$ cat config.mk
export PLATFORM = sky130hd
export DESIGN_NAME = mm_ram
export DESIGN_NICKNAME = d
export VERILOG_FILES = /design/src/rtl/core/mm_ram.sv
export SDC_FILE = /design/constraint.sdc
export NUM_CORES = 2
export LEC_CHECK = 0
export BUFFER_PORTS_ARGS = -buffer_cell sky130_fd_sc_hd__buf_4
export CAP_MARGIN = 10
export CORE_ASPECT_RATIO = 0.9
export CORE_UTILIZATION = 50
export DETAILED_ROUTE_END_ITERATION = 8
export PLACE_DENSITY = 0.79
export SETUP_SLACK_MARGIN = 0.05
export SYNTH_ARGS = -nofsm -noshare
export SYNTH_HDL_FRONTEND = slang
export SYNTH_SLANG_ARGS = --single-unit
$ cat constraint.sdc
create_clock -name clock -period 4.2 [get_ports clock]
set_input_delay 0.84 -clock clock [delete_from_list [all_inputs] [get_ports clock]]
set_output_delay 0.84 -clock clock [all_outputs]
set_load 0.1 [all_outputs]
$ cat src/rtl/core/mm_ram.sv
`timescale 1ns / 1ps
// ----------------------------------------------------------------------------
// mm_ram
// generic single-write, single-read ram with registered read data
// ----------------------------------------------------------------------------
module mm_ram #(
   parameter int WIDTH = 32,
   parameter int DEPTH = 64
) (
   input  logic                  clock,
   input  logic                  wr_en,
   input  logic [((DEPTH > 1) ? $clog2(DEPTH) : 1)-1:0] wr_addr,
   input  logic [WIDTH-1:0]      wr_data,
   input  logic                  rd_en,
   input  logic [((DEPTH > 1) ? $clog2(DEPTH) : 1)-1:0] rd_addr,
   output logic [WIDTH-1:0]      rd_data
);

   logic [WIDTH-1:0] mem_ff [DEPTH];
   logic [WIDTH-1:0] rd_data_ff;

   always_ff @(posedge clock) begin
      if (wr_en) begin
         mem_ff[wr_addr] <= wr_data;
      end
   end

   always_ff @(posedge clock) begin
      if (rd_en) begin
         rd_data_ff <= mem_ff[rd_addr];
      end
   end

   assign rd_data = rd_data_ff;

endmodule

# --- Word-level counts from Yosys, hierarchy flattened ---
# Memory sizes are Yosys's and may differ from the RTL's. A register that Yosys moved wholly into a read port is not among the register bits.
# Cells that the tools add are included.
classes:
  muxes: 2
op_table:
  columns: ["op", "n"]
  rows:
  - ["1-bit two-way mux", 2]
word_totals:
  reg_bits: 0
  ram_bits: 2048
  in_bits: 47
  out_inout_bits: 32
  word_cells: 3
  memories: 1
memory_table:
  columns: ["name", "words", "word_bits", "rd", "rd_ports_with_merged_regs", "write_ports", "line", "source"]
  rows:
  - ["mem_ff", 64, 32, 1, 1, 1, "19", "logic [WIDTH-1:0] mem_ff [DEPTH];"]

# --- Logic depth before layout (Yosys ltp) ---
depth:
  word_depth: 2
  mapped_depth: 10
  depth_no_buf: 5

# --- Worst setup path before layout ---
# No wires, ideal clock.
synth_path:
  path_kind: "input -> register"
  startpoint: "input port wr_addr[3] (netlist bit)"
  endpoint: "memory mem_ff[48][0], enable pin"
  setup_time_ns: 0.461
  arrival_ns: 3.539
  t_required_ns: 3.739
  slack_ns: 0.200
  stages: 4
  path_buffers: 1
  path_cell_list: "clkbuf_1 > nor2b_1 > nand4b_1 > nor3_1"
synth_rtl:
  columns: ["item", "line", "source"]
  rows:
  - ["start: declaration", "12", "input logic [((DEPTH > 1) ? $clog2(DEPTH) : 1)-1:0] wr_addr,"]
  - ["end: declaration", "19", null]
# Straight into the memory's write port.

==> flow_summary.toml <==
[run_status]
outcome = "complete, no violations"

[placed_design]
dpl.cell_count = 5478
dp.final_hpwl_um = 107000
gp_congestion = 0.818
dpl-instance-area_um2 = 83500
portBuffers = 78

[sta]
hold_slack_ns = 0.492
clock_skew_ns = 0.0336
grt_setup_unrepaired = "false"
period_needed_ns = 3.34
timing.fmax_mhz = 299
finalSetupViolations = 0
drv_slew = 0
tightest_slew_ns = 1.06
finalSetupTns_ns = 0
fin_crit_sh = 0.795
hold_violations = 0
relSlewSlack = 0.294

[yosys]
synth_area_leaders = "edfxtp_1 79%, mux4_2 16%, mux2i_1 1.2%"
synth_cells = 3324
syn-cell-area_um2 = 78800
ys_ff_latch = 2080
synth_ff_type = "edfxtp_1"
synth_top_area_frac = 0.792
synth_top_cell_by_area = "edfxtp_1"
synth_cell_types = 33
async_flop_share = 0
ys_top_cells_by_count = "2080 x edfxtp_1, 544 x mux4_2, 137 x nor2_1"
yosysMostFrequentCell = "edfxtp_1"
synth_edf_count = 2080
ys_warn_count = 0
syn_area_per_cell_um2 = 23.7
yosysSeqAreaShare = 0.792
syn_nets = 3371

[drt]
drtPass1Iterations = 5
ant_nets = 0
viasPerCell = 6.68
wl_per_cell_um = 36.2
drt_wl_total_um = 210000
drt_iter0_drc = 5837
num_vias = 38900
drc = 0

[layout]
seq_area_um2 = 62500
multi_input_area_um2 = 16000
fin_area_um2 = 89400
utilization = 0.574
layout-drive-gt1-share = 0.300
nets = 3627
syn2layout_area_growth_pct = 13.4
final_cells = 5817
fillers = 10400

[global_route]
grt_usage = 0.267
antenna_found_initial = 16
grt_pass1_wl_um = 294000
grt_max_degree = 69
grt_overflow_total = 0
grt_pass1_vias = 39600

[clocking]
clock_latency_ns = 0.82
path_clk_slew_ns = 0.07
cts_setup_buffers = 0
cts.path.max_buffers = 3
cts_resized = 0
htreeDepth = 4
cts_inserted_buffers = 185
cts-root-buf = "clkbuf_16"
cts.sinks = 2080
ctsHoldBuffers = 0
cts_tree = "done"

[floorplan]
die_w_um = 421
rows = 137
core-area_um2 = 156000
fp.dieArea_um2 = 159000
start_util = 0.506
io_pins = 79
die_h_um = 379

[critical_path]
arrival_ns = 3.85
crit_path_start_kind = "primary input"
crit_fanout = 33
r2r_start = "mem_ff[15][19]$_DFFE_PP_"
regToRegSetupSlack_ns = 1.55
r2r_cells = 4
r2r_end = "rd_data[19]$_DFFE_PP_"
required_ns = 4.71
end_kind = "register"
critical_path_class = "primary input to register"

[pwr]
p_leak_nw = 27.7
powerDensity_nw_per_um2 = 475
ir_drop_v = 0.000316

[hold_path]
hp-start = "rd_addr[4]"
hold_path_depth = 3
hold_class = "primary input to register"
whs_endpoint = "rd_data[1]$_DFFE_PP_"

[job]
timing.max_cap.violations = 0
-- worst max-delay path, cell delays in order --
cell and delay [ns]:
buf_8 0.41, buf_4 0.53, mux4_2 0.62, mux4_2 0.51, o22ai_1 0.69, nor2_1 0.15
-- worst max path at each step --
stage                     from                      end  slack (ns)  cells after the start
global route        rd_addr[0]    rd_data[11]$_DFFE_PP_        0.82                      6
detailed placement  rd_addr[0]    rd_data[11]$_DFFE_PP_        0.19                      6
floorplan           wr_addr[3]  mem_ff[48][0]$_DFFE_PP_        0.20                      4
CTS                 rd_addr[0]    rd_data[11]$_DFFE_PP_        0.90                      6
finish              rd_addr[0]    rd_data[11]$_DFFE_PP_        0.86                      6
global placement    rd_addr[1]    rd_data[19]$_DFFE_PP_        0.28                      6
-- state kept, by name (all words and copies together), names as in the netlist --
register / cells
mem_ff: 2048
rd_data: 32
-- cell families (layout without fill, tap and decap cells) --
| family | Yosys count | count (layout) | share of synthesized area |
|---|---|---|---|
| DFF | 2080 | 2080 | 0.792 |
| AOI/OAI and AO/OA | 202 | 202 | 0.0167 |
| muxes | 637 | 637 | 0.167 |
| buffers and inverters | 182 | 581 | 0.0112 |
| other | 0 | 9 | 0 |
| and+or+nand+nor | 223 | 223 | 0.0126 |
-- power breakdown --
part	switching (mW)	internal, mW	total [mW]
Sequential	0.100	23.0	23.1
Clock	7.42	9.53	17.0
Combinational	1.55	0.824	2.37
Total	9.07	33.4	42.4
-- metrics by stage --
step	total power, mW	worst slack [ns]
global placement	25.8	0.278
CTS	42.5	0.897
finish	42.4	0.861
global route	43.3	0.815
detailed placement	25.9	0.189
floorplan	24.8	0.200
-- layer usage --
| layer | vias to the layer above | share of wire | GRT usage | wire length [um] |
|---|---|---|---|---|
| met5 | - | 0.00037 | 0 | 78 |
| met1 | 20300 | 0.34 | 0.343 | 70900 |
| met3 | 595 | 0.12 | 0.0610 | 26100 |
| met4 | 6 | 0.050 | 0.127 | 10500 |
| li1 | 14800 | - | - | - |
| met2 | 3158 | 0.49 | 0.435 | 103000 |
-- cell type report --
cell class                 count  area share
sequential                  2080       0.698
multi-input combinational   1062       0.179
clock buffer                 234      0.0548
tap                         2085      0.0292
timing repair buffer         251      0.0273
clock inverter                96      0.0115
antenna                        9    0.000252
-- placed cells by master (no fill, tap or decap), drive strengths merged, types with 9 or more instances in the layout --
| master | n |
|---|---|
| a22oi | 12 |
| o22ai | 84 |
| clkinv | 64 |
| o221ai | 27 |
| mux2i | 93 |
| nand2 | 26 |
| clkbuf | 234 |
| nor2b | 15 |
| nor2 | 137 |
| a21oi | 62 |
| mux4 | 544 |
| diode | 9 |
| edfxtp | 2080 |
| bufinv | 21 |
| buf | 251 |
Power figures use the tool's default switching activity.
